$ cat config.mk
export PLATFORM = sky130hd
export DESIGN_NAME = step_sequencer_note_grid_top_flat
export DESIGN_NICKNAME = d
export VERILOG_FILES = /design/src/rtl/core/ssng_pkg.sv /design/src/rtl/core/ssng_if.sv /design/src/rtl/core/ssng_ctrl.sv /design/src/rtl/core/ssng_datapath.sv /design/src/rtl/core/step_sequencer_note_grid_top.sv /design/src/flat_wrapper.sv
export SDC_FILE = /design/constraint.sdc
export NUM_CORES = 1
export LEC_CHECK = 0
export BUFFER_PORTS_ARGS = -buffer_cell sky130_fd_sc_hd__buf_2
export CAP_MARGIN = 20
export CORE_MARGIN = 2
export CORE_UTILIZATION = 56
export CTS_CLUSTER_SIZE = 8
export DETAILED_ROUTE_END_ITERATION = 16
export GPL_ROUTABILITY_DRIVEN = 0
export GPL_TIMING_DRIVEN = 1
export PLACE_DENSITY = 0.8
export SLEW_MARGIN = 5
export SYNTH_ARGS = -nofsm -noshare
export SYNTH_HDL_FRONTEND = slang
export SYNTH_SLANG_ARGS = --single-unit
$ cat constraint.sdc
create_clock -name clk -period 18.7 [get_ports clk]
set_input_delay 3.74 -clock clk [delete_from_list [all_inputs] [get_ports clk]]
set_output_delay 3.74 -clock clk [all_outputs]
set_load 0.1 [all_outputs]
$ cat src/rtl/core/ssng_pkg.sv
// Shared definitions for the step sequencer note grid.
// Holds grid geometry, field widths, opcodes, controller types and the pitch tables.
// No dependencies.
package ssng_pkg;

  localparam int GRID_COLUMNS = 32;
  localparam int NOTE_ROWS    = 7;
  localparam int VOICE_COUNT  = 3;

  localparam int OUT_VOICES   = 3;
  localparam int VOICE_LIMIT  = (VOICE_COUNT < OUT_VOICES) ? VOICE_COUNT : OUT_VOICES;

  localparam int COL_W        = $clog2(GRID_COLUMNS);
  localparam int LEN_W        = $clog2(GRID_COLUMNS + 1);
  localparam int GROUP_SIZE   = 8;
  localparam int GROUPS       = (GRID_COLUMNS + GROUP_SIZE - 1) / GROUP_SIZE;

  localparam int MIN_LOOP     = 4;
  localparam int SHORT_LIMIT  = 3;
  localparam int PITCH_MAX    = 35;
  localparam int PITCHES      = 36;

  localparam int OPCODE_W     = 2;
  localparam int COLUMN_W     = 6;
  localparam int ROW_W        = 3;
  localparam int STEP_W       = 5;
  localparam int COUNT_W      = 2;
  localparam int FREQ_W       = 10;
  localparam int TRANSPOSE_W  = 5;
  localparam int PITCH_W      = 7;
  localparam int PIDX_W       = 6;
  localparam int BASE_W       = 5;

  localparam int PADDR_W      = 3;
  localparam int PDATA_W      = 32;
  localparam int REG_TRANSPOSE = 0;

  typedef enum logic [OPCODE_W-1:0] {
    OP_TOGGLE  = 2'd0,
    OP_CLEAR   = 2'd1,
    OP_ADVANCE = 2'd2,
    OP_HOME    = 2'd3
  } opcode_t;

  typedef logic [NOTE_ROWS-1:0] col_bits_t;

  typedef enum logic [2:0] {
    S_IDLE,
    S_TREE,
    S_MOD,
    S_SCAN,
    S_LOOK,
    S_EMIT
  } state_t;

  typedef struct packed {
    logic take;
    logic tree_load;
    logic mod_step;
    logic scan_load;
    logic look_load;
    logic emit_load;
  } ctl_cmd_t;

  typedef struct packed {
    logic in_adv;
    logic mod_done;
    logic out_free;
  } ctl_stat_t;

  localparam logic [BASE_W-1:0] ROW_BASE [8] = '{
    5'd0, 5'd23, 5'd21, 5'd19, 5'd17, 5'd16, 5'd14, 5'd12
  };

  localparam logic [FREQ_W-1:0] FREQ_TABLE [PITCHES] = '{
    10'd131, 10'd139, 10'd147, 10'd156, 10'd165, 10'd175,
    10'd185, 10'd196, 10'd208, 10'd220, 10'd233, 10'd247,
    10'd262, 10'd277, 10'd294, 10'd311, 10'd330, 10'd349,
    10'd370, 10'd392, 10'd415, 10'd440, 10'd466, 10'd494,
    10'd523, 10'd554, 10'd587, 10'd622, 10'd659, 10'd698,
    10'd740, 10'd784, 10'd831, 10'd880, 10'd932, 10'd988
  };

endpackage

$ cat src/rtl/core/ssng_if.sv
// Channel interfaces for the step sequencer: command items in, step results out.
// Depends on ssng_pkg for field widths.
interface ssng_cmd_if;
  logic                            valid;
  logic                            ready;
  logic [ssng_pkg::OPCODE_W-1:0]   opcode;
  logic [ssng_pkg::COLUMN_W-1:0]   column;
  logic [ssng_pkg::ROW_W-1:0]      row;

  modport source (output valid, output opcode, output column, output row, input ready);
  modport sink   (input valid, input opcode, input column, input row, output ready);
endinterface

interface ssng_res_if;
  logic                            valid;
  logic                            ready;
  logic [ssng_pkg::STEP_W-1:0]     step_position;
  logic                            played;
  logic [ssng_pkg::COUNT_W-1:0]    voice_count;
  logic [ssng_pkg::FREQ_W-1:0]     voice_a_freq;
  logic [ssng_pkg::FREQ_W-1:0]     voice_b_freq;
  logic [ssng_pkg::FREQ_W-1:0]     voice_c_freq;

  modport source (output valid, output step_position, output played, output voice_count,
                  output voice_a_freq, output voice_b_freq, output voice_c_freq,
                  input ready);
  modport sink   (input valid, input step_position, input played, input voice_count,
                  input voice_a_freq, input voice_b_freq, input voice_c_freq,
                  output ready);
endinterface

$ cat src/rtl/core/ssng_ctrl.sv
// Sequencing controller for the step sequencer.
// Depends on ssng_pkg for state, command and status types.
module ssng_ctrl (
  input  logic                 clk,
  input  logic                 rst,
  input  logic                 in_valid,
  output logic                 in_ready,
  input  ssng_pkg::ctl_stat_t  stat,
  output ssng_pkg::ctl_cmd_t   cmd
);

  ssng_pkg::state_t state;
  ssng_pkg::state_t state_next;

  always_ff @(posedge clk) begin
    if (rst) begin
      state <= ssng_pkg::S_IDLE;
    end else begin
      state <= state_next;
    end
  end

  always_comb begin
    state_next = state;
    case (state)
      ssng_pkg::S_IDLE: begin
        if (in_valid) begin
          state_next = stat.in_adv ? ssng_pkg::S_TREE : ssng_pkg::S_EMIT;
        end
      end
      ssng_pkg::S_TREE: state_next = ssng_pkg::S_MOD;
      ssng_pkg::S_MOD: begin
        if (stat.mod_done) begin
          state_next = ssng_pkg::S_SCAN;
        end
      end
      ssng_pkg::S_SCAN: state_next = ssng_pkg::S_LOOK;
      ssng_pkg::S_LOOK: state_next = ssng_pkg::S_EMIT;
      ssng_pkg::S_EMIT: begin
        if (stat.out_free) begin
          state_next = ssng_pkg::S_IDLE;
        end
      end
      default: state_next = ssng_pkg::S_IDLE;
    endcase
  end

  always_comb begin
    in_ready      = 1'b0;
    cmd           = '0;
    case (state)
      ssng_pkg::S_IDLE: begin
        in_ready = 1'b1;
        cmd.take = in_valid;
      end
      ssng_pkg::S_TREE: cmd.tree_load = 1'b1;
      ssng_pkg::S_MOD:  cmd.mod_step  = 1'b1;
      ssng_pkg::S_SCAN: cmd.scan_load = 1'b1;
      ssng_pkg::S_LOOK: cmd.look_load = 1'b1;
      ssng_pkg::S_EMIT: cmd.emit_load = stat.out_free;
      default: cmd = '0;
    endcase
  end

endmodule

$ cat src/rtl/core/ssng_datapath.sv
// Datapath for the step sequencer: note grid, playhead, loop length search,
// modulo unit, column scan, pitch lookup and output register. Depends on ssng_pkg.
module ssng_datapath (
  input  logic                                  clk,
  input  logic                                  rst,
  input  ssng_pkg::ctl_cmd_t                    cmd,
  output ssng_pkg::ctl_stat_t                   stat,
  input  logic [ssng_pkg::OPCODE_W-1:0]         opcode,
  input  logic [ssng_pkg::COLUMN_W-1:0]         column,
  input  logic [ssng_pkg::ROW_W-1:0]            row,
  input  logic signed [ssng_pkg::TRANSPOSE_W-1:0] transpose,
  input  logic                                  out_ready,
  output logic                                  out_valid,
  output logic [ssng_pkg::STEP_W-1:0]           out_step,
  output logic                                  out_played,
  output logic [ssng_pkg::COUNT_W-1:0]          out_count,
  output logic [ssng_pkg::FREQ_W-1:0]           out_freq [ssng_pkg::OUT_VOICES]
);

  ssng_pkg::col_bits_t                 grid [ssng_pkg::GRID_COLUMNS];
  logic [ssng_pkg::COL_W-1:0]          playhead;
  logic                                adv;

  logic                                grp_any      [ssng_pkg::GROUPS];
  logic [ssng_pkg::COL_W-1:0]          grp_last     [ssng_pkg::GROUPS];
  logic                                grp_any_next [ssng_pkg::GROUPS];
  logic [ssng_pkg::COL_W-1:0]          grp_last_next[ssng_pkg::GROUPS];

  logic [ssng_pkg::COL_W-1:0]          last_col;
  logic [ssng_pkg::LEN_W-1:0]          len_next;
  logic [ssng_pkg::LEN_W-1:0]          loop_len;
  logic [ssng_pkg::LEN_W-1:0]          rem;

  logic [ssng_pkg::ROW_W-1:0]          voice_row      [ssng_pkg::OUT_VOICES];
  logic [ssng_pkg::ROW_W-1:0]          voice_row_next [ssng_pkg::OUT_VOICES];
  logic [ssng_pkg::COUNT_W-1:0]        vcount;
  logic [ssng_pkg::COUNT_W-1:0]        vcount_next;
  logic [ssng_pkg::FREQ_W-1:0]         freq_q    [ssng_pkg::OUT_VOICES];
  logic [ssng_pkg::FREQ_W-1:0]         freq_next [ssng_pkg::OUT_VOICES];

  logic                                toggle_ok;
  ssng_pkg::col_bits_t                 toggle_mask;
  ssng_pkg::col_bits_t                 scan_bits;

  function automatic logic [ssng_pkg::FREQ_W-1:0] row_freq(
    input logic [ssng_pkg::ROW_W-1:0]              r,
    input logic signed [ssng_pkg::TRANSPOSE_W-1:0] tr
  );
    logic signed [ssng_pkg::PITCH_W-1:0] pitch;
    logic [ssng_pkg::PIDX_W-1:0]         idx;
    pitch = $signed({2'b00, ssng_pkg::ROW_BASE[r]}) + ssng_pkg::PITCH_W'(tr);
    if (pitch[ssng_pkg::PITCH_W-1]) begin
      idx = '0;
    end else if (pitch > ssng_pkg::PITCH_W'(ssng_pkg::PITCH_MAX)) begin
      idx = ssng_pkg::PIDX_W'(ssng_pkg::PITCH_MAX);
    end else begin
      idx = pitch[ssng_pkg::PIDX_W-1:0];
    end
    return ssng_pkg::FREQ_TABLE[idx];
  endfunction

  assign toggle_ok   = (int'(column) < ssng_pkg::GRID_COLUMNS) && (row != '0) &&
                       (int'(row) <= ssng_pkg::NOTE_ROWS);
  assign toggle_mask = ssng_pkg::col_bits_t'(1) << (row - ssng_pkg::ROW_W'(1));

  // Grid edits happen at the transfer itself
  always_ff @(posedge clk) begin
    if (rst) begin
      for (int c = 0; c < ssng_pkg::GRID_COLUMNS; c++) begin
        grid[c] <= '0;
      end
    end else if (cmd.take) begin
      if (opcode == ssng_pkg::OP_CLEAR) begin
        for (int c = 0; c < ssng_pkg::GRID_COLUMNS; c++) begin
          grid[c] <= '0;
        end
      end else if (opcode == ssng_pkg::OP_TOGGLE && toggle_ok) begin
        for (int c = 0; c < ssng_pkg::GRID_COLUMNS; c++) begin
          if (column == ssng_pkg::COLUMN_W'(c)) begin
            grid[c] <= grid[c] ^ toggle_mask;
          end
        end
      end
    end
  end

  always_ff @(posedge clk) begin
    if (rst) begin
      playhead <= '0;
    end else if (cmd.take && opcode == ssng_pkg::OP_HOME) begin
      playhead <= '0;
    end else if (cmd.mod_step && stat.mod_done) begin
      playhead <= rem[ssng_pkg::COL_W-1:0];
    end
  end

  always_ff @(posedge clk) begin
    if (cmd.take) begin
      adv <= (opcode == ssng_pkg::OP_ADVANCE);
    end
  end

  // First level of the last-occupied-column tree: one register per group of columns
  always_comb begin
    for (int g = 0; g < ssng_pkg::GROUPS; g++) begin
      grp_any_next[g]  = 1'b0;
      grp_last_next[g] = '0;
      for (int j = 0; j < ssng_pkg::GROUP_SIZE; j++) begin
        if (g * ssng_pkg::GROUP_SIZE + j < ssng_pkg::GRID_COLUMNS) begin
          if (|grid[g * ssng_pkg::GROUP_SIZE + j]) begin
            grp_any_next[g]  = 1'b1;
            grp_last_next[g] = ssng_pkg::COL_W'(g * ssng_pkg::GROUP_SIZE + j);
          end
        end
      end
    end
  end

  always_ff @(posedge clk) begin
    for (int g = 0; g < ssng_pkg::GROUPS; g++) begin
      grp_any[g]  <= grp_any_next[g];
      grp_last[g] <= grp_last_next[g];
    end
  end

  always_comb begin
    last_col = '0;
    for (int g = 0; g < ssng_pkg::GROUPS; g++) begin
      if (grp_any[g]) begin
        last_col = grp_last[g];
      end
    end
    if (last_col < ssng_pkg::COL_W'(ssng_pkg::SHORT_LIMIT)) begin
      len_next = ssng_pkg::LEN_W'(ssng_pkg::MIN_LOOP);
    end else begin
      len_next = ssng_pkg::LEN_W'(last_col) + ssng_pkg::LEN_W'(1);
    end
  end

  // Modulo by repeated subtraction of the loop length
  always_ff @(posedge clk) begin
    if (cmd.tree_load) begin
      loop_len <= len_next;
      rem      <= ssng_pkg::LEN_W'(playhead) + ssng_pkg::LEN_W'(1);
    end else if (cmd.mod_step && !stat.mod_done) begin
      rem <= rem - loop_len;
    end
  end

  // Column scan, top row first
  assign scan_bits = grid[playhead];

  always_comb begin
    vcount_next = '0;
    for (int v = 0; v < ssng_pkg::OUT_VOICES; v++) begin
      voice_row_next[v] = '0;
    end
    for (int r = ssng_pkg::NOTE_ROWS; r >= 1; r--) begin
      if (scan_bits[r-1] && vcount_next < ssng_pkg::COUNT_W'(ssng_pkg::VOICE_LIMIT)) begin
        voice_row_next[vcount_next] = ssng_pkg::ROW_W'(r);
        vcount_next = vcount_next + ssng_pkg::COUNT_W'(1);
      end
    end
  end

  always_ff @(posedge clk) begin
    if (cmd.scan_load) begin
      vcount <= vcount_next;
      for (int v = 0; v < ssng_pkg::OUT_VOICES; v++) begin
        voice_row[v] <= voice_row_next[v];
      end
    end
  end

  always_comb begin
    for (int v = 0; v < ssng_pkg::OUT_VOICES; v++) begin
      if (ssng_pkg::COUNT_W'(v) < vcount) begin
        freq_next[v] = row_freq(voice_row[v], transpose);
      end else begin
        freq_next[v] = '0;
      end
    end
  end

  always_ff @(posedge clk) begin
    if (cmd.look_load) begin
      for (int v = 0; v < ssng_pkg::OUT_VOICES; v++) begin
        freq_q[v] <= freq_next[v];
      end
    end
  end

  // Output register
  always_ff @(posedge clk) begin
    if (rst) begin
      out_valid <= 1'b0;
    end else if (cmd.emit_load) begin
      out_valid <= 1'b1;
    end else if (out_ready) begin
      out_valid <= 1'b0;
    end
  end

  always_ff @(posedge clk) begin
    if (cmd.emit_load) begin
      out_step   <= ssng_pkg::STEP_W'(playhead);
      out_played <= adv;
      out_count  <= adv ? vcount : '0;
      for (int v = 0; v < ssng_pkg::OUT_VOICES; v++) begin
        out_freq[v] <= adv ? freq_q[v] : '0;
      end
    end
  end

  assign stat.in_adv   = (opcode == ssng_pkg::OP_ADVANCE);
  assign stat.mod_done = (rem < loop_len);
  assign stat.out_free = !out_valid || out_ready;

endmodule

$ cat src/rtl/core/step_sequencer_note_grid_top.sv
// Step sequencer note grid, top level: channels, configuration register and
// the controller and datapath. Depends on ssng_pkg, ssng_if, ssng_ctrl, ssng_datapath.
//
// Use:
//   cmd carries one item per transfer (opcode, column, row): toggle a note,
//   clear the grid, advance the playhead or send it home to column 0.
//   res carries exactly one result per item: the playhead, a played flag and
//   up to three voice frequencies in hertz taken from the column just reached.
//   The APB port holds one register, transpose, at byte address 0; pready is
//   tied high and writes land on the access cycle. Write it only while idle.
// Sequencing:
//   Toggle, clear and home pass from the idle state straight to the emit state.
//   Advance runs through the tree, modulo, scan, lookup and emit states; the
//   modulo unit subtracts the loop length until the playhead lies inside the
//   loop, so a short loop after a long one takes the most steps. One item is
//   in work at a time; cmd.ready is high only while the controller waits for
//   an item, so the next item is taken only after the last has been emitted.
// Reset and stalls:
//   Reset clears the grid, the playhead, transpose and the output valid flag
//   at once. A result waits in the output register while res.ready is low;
//   the next item is still taken and its result holds back until the
//   register frees.
module step_sequencer_note_grid_top (
  input  logic                          clk,
  input  logic                          rst,
  ssng_cmd_if.sink                      cmd,
  ssng_res_if.source                    res,
  input  logic                          psel,
  input  logic                          penable,
  input  logic                          pwrite,
  input  logic [ssng_pkg::PADDR_W-1:0]  paddr,
  input  logic [ssng_pkg::PDATA_W-1:0]  pwdata,
  output logic [ssng_pkg::PDATA_W-1:0]  prdata,
  output logic                          pready
);

  ssng_pkg::ctl_cmd_t                     ctl_cmd;
  ssng_pkg::ctl_stat_t                    ctl_stat;
  logic signed [ssng_pkg::TRANSPOSE_W-1:0] transpose;
  logic                                   reg_hit;
  logic [ssng_pkg::FREQ_W-1:0]            out_freq [ssng_pkg::OUT_VOICES];

  // Configuration: transpose sits at register index 0, paddr[1:0] is ignored
  assign pready  = 1'b1;
  assign reg_hit = (paddr[ssng_pkg::PADDR_W-1:2] ==
                    (ssng_pkg::PADDR_W-2)'(ssng_pkg::REG_TRANSPOSE));

  always_ff @(posedge clk) begin
    if (rst) begin
      transpose <= '0;
    end else if (psel && penable && pwrite && pready && reg_hit) begin
      transpose <= pwdata[ssng_pkg::TRANSPOSE_W-1:0];
    end
  end

  assign prdata = (psel && reg_hit) ?
                  ssng_pkg::PDATA_W'(unsigned'(transpose)) : '0;

  ssng_ctrl u_ctrl (
    .clk      (clk),
    .rst      (rst),
    .in_valid (cmd.valid),
    .in_ready (cmd.ready),
    .stat     (ctl_stat),
    .cmd      (ctl_cmd)
  );

  ssng_datapath u_datapath (
    .clk        (clk),
    .rst        (rst),
    .cmd        (ctl_cmd),
    .stat       (ctl_stat),
    .opcode     (cmd.opcode),
    .column     (cmd.column),
    .row        (cmd.row),
    .transpose  (transpose),
    .out_ready  (res.ready),
    .out_valid  (res.valid),
    .out_step   (res.step_position),
    .out_played (res.played),
    .out_count  (res.voice_count),
    .out_freq   (out_freq)
  );

  // Voices leave in scan order, top row first
  assign res.voice_a_freq = out_freq[0];
  assign res.voice_b_freq = out_freq[1];
  assign res.voice_c_freq = out_freq[2];

endmodule

$ cat src/flat_wrapper.sv
// flat-port wrapper written by rule: the top's interface ports become plain ports
module step_sequencer_note_grid_top_flat 
  (clk, rst, psel, penable, pwrite, paddr, pwdata, prdata, pready, cmd_valid, cmd_opcode, cmd_column, cmd_row, cmd_ready, res_valid, res_step_position, res_played, res_voice_count, res_voice_a_freq, res_voice_b_freq, res_voice_c_freq, res_ready);
  ssng_cmd_if cmd_i ();
  ssng_res_if res_i ();
  input  logic clk;
  input  logic rst;
  input  logic psel;
  input  logic penable;
  input  logic pwrite;
  input  logic [ssng_pkg::PADDR_W-1:0] paddr;
  input  logic [ssng_pkg::PDATA_W-1:0] pwdata;
  output logic [ssng_pkg::PDATA_W-1:0] prdata;
  output logic pready;
  input wire logic [$bits(cmd_i.valid)-1:0] cmd_valid;
  input wire logic [$bits(cmd_i.opcode)-1:0] cmd_opcode;
  input wire logic [$bits(cmd_i.column)-1:0] cmd_column;
  input wire logic [$bits(cmd_i.row)-1:0] cmd_row;
  output wire logic [$bits(cmd_i.ready)-1:0] cmd_ready;
  output wire logic [$bits(res_i.valid)-1:0] res_valid;
  output wire logic [$bits(res_i.step_position)-1:0] res_step_position;
  output wire logic [$bits(res_i.played)-1:0] res_played;
  output wire logic [$bits(res_i.voice_count)-1:0] res_voice_count;
  output wire logic [$bits(res_i.voice_a_freq)-1:0] res_voice_a_freq;
  output wire logic [$bits(res_i.voice_b_freq)-1:0] res_voice_b_freq;
  output wire logic [$bits(res_i.voice_c_freq)-1:0] res_voice_c_freq;
  input wire logic [$bits(res_i.ready)-1:0] res_ready;
  assign cmd_i.valid = cmd_valid;
  assign cmd_i.opcode = cmd_opcode;
  assign cmd_i.column = cmd_column;
  assign cmd_i.row = cmd_row;
  assign cmd_ready = cmd_i.ready;
  assign res_valid = res_i.valid;
  assign res_step_position = res_i.step_position;
  assign res_played = res_i.played;
  assign res_voice_count = res_i.voice_count;
  assign res_voice_a_freq = res_i.voice_a_freq;
  assign res_voice_b_freq = res_i.voice_b_freq;
  assign res_voice_c_freq = res_i.voice_c_freq;
  assign res_i.ready = res_ready;
  step_sequencer_note_grid_top u_core (.clk(clk), .rst(rst), .cmd(cmd_i), .res(res_i), .psel(psel), .penable(penable), .pwrite(pwrite), .paddr(paddr), .pwdata(pwdata), .prdata(prdata), .pready(pready));
endmodule
==> results.md, run 1 <==
* Run status: finished, final reports clean
* Register Area at 10200 µm²
* P per Cell Area at 93.4 nW/µm²
* Synth area leaders: edfxtp_1 43%, mux4_2 5.6%, xor2_1 5.6%
* Most common cell type on the critical path: buf_2
* Master cell of the clock root buffer: clkbuf_16
* Worst Setup Slack, final at 10260 ps
* Fraction of the yosys area taken by sequential cells at 0.473
* Number of buffer and inverter stages on the critical path at 2
* Number of H-tree levels at 2
* Post-route DRC at 0
* Final Cycle Share at 0.452
* Critical setup path kind: in -> out
* Maximum clock skew at final layout at 24.4 ps
* Net count reported at finish at 2200
* Setup repair after global routing missed its margin: no
* Synth warnings at 0
* Library cell with the largest summed area after synthesis: edfxtp_1
* Area taken by multi-input logic gates at 10700 µm²
* Fraction of layout instances using a drive strength above 1 at 0.115
* Num CTS Buffers at 50
* Core footprint at 37800 µm²
* Maximum number of pins on one net before global-route repair at 57
* Worst vdd ir at 0.0000719 V
* Netlist area before placement at 21500 µm²
* GR Overflow Total at 0
* Crit path time final at between 8000 and 9000 ps
* Maximum clock frequency at 118 MHz
* Count of maximum capacitance violations at 0
* Vias in the first global route at 15800
* Die Footprint at 40000 µm²
* Top-area cell type share of the netlist area at 0.431
* Post-synth EDFFs at 309
* Number of hold-repair buffers added at the cts stage at 0
* Cell Count Post-Placement at around 2500
* Filler cell count at between 2000 and 3000
* Critical path data arrival time at between 4000 and 5000 ps
* Slew Limit Fails at 0
* Synth-to-layout area growth at 10.2%
* Synth Register Bits at 354
* Ant diodes at 0
* Clock sink total at between 300 and 400
* Number of detailed-routing iterations run before antenna repair at 6
* Count of mapped cells out of synthesis at 2006
* Nature of the critical path startpoint: input port
* Clock input transition at the sequential cells of the worst setup and hold paths at about 50 ps
* Ordered cell list for the critical path: buf_2, nor2b_1, and2_1, buf_2
* I/O pin count at 126
* Crit path required time at 14960 ps
* Crit path max-delay family: buffers and inverters
* Detailed Route Iter0 Violations at 1758
* HPWL reported at the end of detailed placement at 36300 µm
* Routed vias/inst at between 6 and 7
* DR WL/cell at 20.5 µm
* Buffers inserted during post-CTS setup optimization at 0
* TritonCTS clock tree: yes
* Setup WS pre-CTS at 10260 ps
* Number of input and output port buffers inserted at 68
* Endpoint kind of the worst setup timing path: primary output
* Actual slew at the worst max-slew pin at ~1100 ps
* Initial core utilization at 0.570
* Clk Latency, worst-skew pair at 590 ps
* Final hold violation count at 0
* Most instantiated flip-flop cell in the synthesis netlist: edfxtp_1
* Maximum buffer depth of the clock tree at 3
* Final Instance Count excl. Fillers at 2615
* Smallest hold slack at ~510 ps
* DIE WIDTH at 200 µm
* Final-report setup violation count at 0
* Critical path's largest stage delay at 430 ps
* Count of standard-cell rows at 71
* Finished Cell Area at 23700 µm²
* Vias at 16300
* Maximum fanout encountered on the critical timing path at 6
* Placed Instance Area at 22200 µm²
* Post-synthesis area per instance at 10.7 µm²
* Accumulated negative setup slack at 0 ps
* Final ANT Viol Nets at 0
* Antenna violations before repair at 1
* Distinct cells, synth at 78
* Leakage power summed over all cells at between 8 and 9 nW
* Global-route wire length before repair at 84200 µm
* Final wirelength at 53600 µm
* Height of the die at between 200 and 250 µm
* Share of synthesized flip-flops with an asynchronous set or reset at 0
* Global router's overall resource usage at 0.262
* Critical path's slowest cell: buf_2
* Slew margin rel. at 0.256
* Kind of path behind the tightest hold check: reg -> reg
* Number of gates resized after cts at 0
-- worst paths after layout --
| path | from | slack, ps | depth (start not counted) | end |
|---|---|---|---|---|
| setup reg to reg | register | 10360 | 22 | u_core.u_datapath.voice_row[0][5] |
| hold / removal | u_core.u_datapath.playhead[1] | 510 | 0 | u_core.u_datapath.out_step[1] |
| setup / recovery | paddr[2] | 10260 | 4 | prdata[2] |
| hold reg to reg | u_core.u_datapath.playhead[1] | 510 | 0 | u_core.u_datapath.out_step[1] |
-- stage by stage --
| step | power (mW) | util |
|---|---|---|
| after floorplan | 1.29 | - |
| after global placement | 1.36 | 0.588 |
| after detailed placement | 1.37 | 0.588 |
| after CTS | 2.22 | 0.627 |
| after global routing | 2.30 | 0.629 |
| final | 2.22 | 0.629 |
-- routing by layer --
layer / up-vias / global-route usage / routed length [µm]
li1: 7333 / - / -
met1: 7767 / 0.340 / 20400
met2: 1025 / 0.429 / 25300
met3: 173 / 0.0524 / 5800
met4: 2 / 0.114 / 2040
met5: - / 0 / 5
-- power breakdown --
part	total (mW)	internal, mW	switching [mW]	leakage, nW
clock network	0.844	0.511	0.333	0.697
logic	0.407	0.144	0.263	4.60
registers	0.965	0.922	0.0435	3.48
total	2.22	1.58	0.640	8.78
-- cell usage in the layout (no fill, tap or decap), types with 10 or more instances in the layout --
master	netlist	final
or3_1	14	14
a31oi_1	14	14
o211ai_1	11	11
o22ai_1	11	11
conb_1	2	28
a22oi_1	14	14
mux2i_1	27	27
or4_1	26	26
buf_2	7	73
nand2_1	169	169
clkbuf_1	51	36
nor2_1	304	303
a211oi_1	14	14
nand3_1	20	19
ha_1	77	77
edfxtp_1	309	309
nor2b_1	16	16
inv_1	62	62
mux4_2	54	54
nor4_1	40	40
xor2_1	137	137
and2_1	47	47
o21ai_0	73	73
clkbuf_16	0	50
dfxtp_1	45	43
xnor2_1	119	119
a21oi_1	80	80
mux4_1	10	10
nor3_1	44	43
buf_4	32	20
a21o_1	21	21
-- worst register-to-register path, delay by kind of cell (launching register included) --
family                   cells  cell delay [ps]
multiplexers                 3             1700
AO/OA/AOI/OAI                2              920
flip-flops                   1              310
adder cells (fa/ha/maj)      5             1580
XOR/XNOR                     2              610
AND/OR/NAND/NOR              7             1920
buffers and inverters        3             1040
-- synth_stat cells, types with 5 or more instances --
cell type,count
o211ai_1,11
buf_1,20
and2_1,47
ha_1,77
xor2_1,137
a21o_1,21
o21a_1,7
nor3_1,44
nand3_1,20
a22o_1,7
nor4_1,40
dfxtp_1,45
xnor2_1,119
a31oi_1,14
nand3b_1,5
buf_4,32
nor3b_1,7
fa_1,5
inv_1,62
a211oi_1,14
or2_2,8
nand2_1,169
mux2i_1,27
o21ai_0,73
nand2b_1,7
o22ai_1,11
buf_2,7
clkbuf_1,51
nor2b_1,16
a22oi_1,14
or3_1,14
nor2_1,304
mux4_2,54
mux4_1,10
a21oi_1,80
or4_1,26
edfxtp_1,309
o32ai_1,5
a211o_1,6
-- flip-flops by register name, summed over array words and instances, names as in the netlist, 2 cells and up, named ones only --
register,cells
u_core.u_datapath.loop_len,6
u_core.u_datapath.rem,6
u_core.u_datapath.out_freq,30
u_core.u_ctrl.state,3
u_core.u_datapath.out_count,2
u_core.u_datapath.vcount,2
u_core.u_datapath.playhead,5
u_core.u_datapath.grp_any,4
u_core.u_datapath.grp_last,15
u_core.u_datapath.out_step,5
u_core.u_datapath.freq_q,30
u_core.u_datapath.grid,224
u_core.u_datapath.voice_row,9
u_core.transpose,5
-- kinds of logic after synthesis --
kind of cell               after synthesis  synth area share
muxes                                   96            0.0844
and+or+nand+nor                        723             0.154
buffers and inverters                  176            0.0381
adders and majority gates               82            0.0494
AOI/OAI and AO/OA                      316            0.0959
DFF                                    354             0.473
other                                    2          0.000349
xor gates and xnor gates               257             0.105
-- final cells by class --
cell class	count	share of cell area
Tap cell	511	0.0269
Timing Repair Buffer	95	0.0224
Sequential cell	354	0.429
Clock inverter	2	0.00153
Multi-Input combinational cell	1502	0.450
Clock buffer	89	0.0602
Inverter	62	0.00981
No activity file was read; power rests on OpenSTA's default activity.
==> inputs of run 2 (changes only) <==
--- a/config.mk
+++ b/config.mk
@@ -13,7 +13,7 @@
 export DETAILED_ROUTE_END_ITERATION = 16
 export GPL_ROUTABILITY_DRIVEN = 0
 export GPL_TIMING_DRIVEN = 1
-export PLACE_DENSITY = 0.8
+export PLACE_DENSITY = 0.83
 export SLEW_MARGIN = 5
 export SYNTH_ARGS = -nofsm -noshare
 export SYNTH_HDL_FRONTEND = slang
==> constraint.sdc (replaced) <==
create_clock -name clk -period 7.17 [get_ports clk]
set_input_delay 1.434 -clock clk [delete_from_list [all_inputs] [get_ports clk]]
set_output_delay 1.434 -clock clk [all_outputs]
set_load 0.1 [all_outputs]
==> results.md, run 2 (synthesized netlist as in run 1, its figures left out) <==
* Net switching share of the total power at 0.292
* P_sw at ~1.7 mW
* P per Cell Area at 244 nW/µm²
* Commonest non-fill, non-tap cell in the layout: edfxtp_1
* Clk Latency, worst-skew pair at 600 ps
* Num CTS Buffers at 50
* Net count reported at finish at 2202
* HPWL reported at the end of detailed placement at 36200 µm
* Nature of the critical path startpoint: register
* Number of hold-repair buffers added at the cts stage at 0
* Crit path required time at between 7000 and 8000 ps
* Worst vdd ir at 0.000186 V
* Worst Setup Slack, final at roughly 330 ps
* Maximum number of pins on one net before global-route repair at roughly 50
* Hold Crit Endpoint: u_core.u_datapath.out_step[1]
* Cell Count Post-Placement at 2518
* Internal power consumption at between 4 and 5 mW
* Master cell of the clock root buffer: clkbuf_16
* GR Overflow Total at 0
* Critical setup path kind: reg -> reg
* Crit path time final at approximately 6800 ps
* Core footprint at between 30000 and 40000 µm²
* Detailed Route Iter0 Violations at roughly 2000
* Global router's overall resource usage at 0.264
* Kind of path behind the tightest hold check: reg -> reg
* Largest reg by FF count: u_core.u_datapath.grid
* Global-route wire length before repair at between 80000 and 90000 µm
* Buffers inserted during post-CTS setup optimization at 0
* Actual slew at the worst max-slew pin at 1200 ps
* DR WL/cell at just over 20 µm
* Final hold violation count at 0
* Vias at 16400
* Antenna violations before repair at 1
* Run status: finished, final reports clean
* Top library cells by usage in the layout, fill and taps aside: 309 x edfxtp_1, 301 x nor2_1, 169 x nand2_1
* Register-to-register setup slack at approximately 330 ps
* Count of maximum capacitance violations at 0
* Clock group share of total power at 0.380
* DIE WIDTH at between 200 and 250 µm
* I/O pin count at 126
* Largest regs: u_core.u_datapath.grid: 224 flops, u_core.u_datapath.freq_q: 30 flops, u_core.u_datapath.out_freq: 30 flops
* Fraction of layout instances using a drive strength above 1 at 0.119
* Ant diodes at 0
* Final wirelength at 53600 µm
* Start point of the worst min-delay path: u_core.u_datapath.playhead[1]
* Number of H-tree levels at 2
* Terminus of the critical flop-to-flop path: u_core.u_datapath.voice_row[0][5]
* Endpoint kind of the worst setup timing path: register
* Slew margin rel. at 0.195
* Final Instance Count excl. Fillers at 2619
* Setup WS pre-CTS at -63.6 ps
* Leakage power summed over all cells at 8.80 nW
* Post-route DRC at 0
* Final-report setup violation count at 0
* Combinational Power Share at 0.185
* Number of cells on the worst hold path at 0
* Synth-to-layout area growth at 10.4%
* Initial core utilization at 0.570
* TritonCTS clock tree: yes
* Number of flip-flops under the largest register name at 224
* Maximum clock frequency at 146 MHz
* Final ANT Viol Nets at 0
* Maximum buffer depth of the clock tree at 3
* Clock input transition at the sequential cells of the worst setup and hold paths at 50 ps
* Vias in the first global route at 16000
* Maximum clock skew at final layout at 34.9 ps
* Height of the die at 200 µm
* Maximum fanout encountered on the critical timing path at 48
* Final Cycle Share at 0.953
* Clock sink total at 354
* Slew Limit Fails at 0
* Critical path data arrival time at 7180 ps
* Cell count of the worst reg-to-reg path at 23
* Number of input and output port buffers inserted at 68
* Setup repair after global routing missed its margin: no
* Routed vias/inst at 6.28
* Number of detailed-routing iterations run before antenna repair at 8
* Die Footprint at 40000 µm²
* Sequential share of power at 0.436
* Count of standard-cell rows at 71
[run 2: cell types whose count changed in the layout (fill, tap and decap cells not counted), moves of 2 or more]
cell / change
buf_4: +3
nor2_1: -2
mux2i_1: -2
mux2i_2: +2
clkbuf_1: +3
clkbuf_8: -2
buf_2: -3
[run 2: metal layers]
layer | vias to the layer above | share of wire | global-route usage
li1 | 7341 | - | -
met1 | 7777 | 0.37 | 0.339
met2 | 1126 | 0.47 | 0.426
met3 | 203 | 0.11 | 0.0597
met4 | 2 | 0.045 | 0.125
met5 | - | 0.00024 | 0
[run 2: final cells by class]
type | instances | area, µm²
Clock buffer | 90 | 1410
Clock inverter | 3 | 43.8
Fill cell | 2797 | 14000
Inverter | 62 | 233
Multi-Input combinational cell | 1502 | 10700
Sequential cell | 354 | 10200
Tap cell | 511 | 639
Timing Repair Buffer | 97 | 563
[run 2: how the worst max path moves through the flow]
stage                        start                           endpoint  slack, ps  cells past startpoint
after floorplan           register  u_core.u_datapath.voice_row[0][5]         50                     27
after global placement    register  u_core.u_datapath.voice_row[0][5]        330                     23
after detailed placement  register  u_core.u_datapath.voice_row[0][5]        -60                     23
after CTS                 register  u_core.u_datapath.voice_row[0][5]         30                     23
after global routing      register  u_core.u_datapath.voice_row[0][5]         90                     23
final                     register  u_core.u_datapath.voice_row[0][5]        330                     23
[run 2: critical path, cell delays in order (launching register included)]
cell and delay, ps:
dfxtp_2 340, buf_12 330, mux4_2 600, mux4_2 510
mux2i_2 360, inv_1 180, fa_1 680, ha_1 220
nor2_1 50, a22o_1 270, or3_4 420, and2_1 190
ha_1 190, a21oi_1 260, a21oi_1 110, a22o_4 270
ha_1 210, nor2_4 240, xnor2_1 220, inv_1 130
ha_1 220, nor2_2 240, nand2_1 140, and4b_1 200
[run 2: power groups by stage]
| stage | sequential, mW | clock (mW) | combinational, mW |
|---|---|---|---|
| final | 2.53 | 2.20 | 1.07 |
| after global routing | 2.54 | 2.32 | 1.15 |
| after CTS | 2.52 | 2.23 | 1.04 |
| after floorplan | 2.57 | 0 | 0.787 |
| after global placement | 2.55 | 0 | 0.992 |
| after detailed placement | 2.56 | 0 | 1.03 |
[run 2: through the flow]
stage | instance area (µm²) | util | hold WS, ps | setup TNS (ps) | power [mW]
floorplan | 21600 | - | 457 | 0 | 3.36
global placement | 22300 | 0.589 | 491 | 0 | 3.54
detailed placement | 22300 | 0.589 | 500 | -73.4 | 3.59
CTS | 23700 | 0.628 | 501 | 0 | 5.80
global route | 23800 | 0.630 | 517 | 0 | 6.01
finish | 23800 | 0.630 | 507 | 0 | 5.80
[run 2: repair_timing]
item / in CTS / in global routing
gates resized for setup: 1 / 5
pin swaps: 0 / 0
endpoints found under the hold margin: 0 / 0
endpoints found under the setup margin: 8 / 11
cloned: 0 / 0
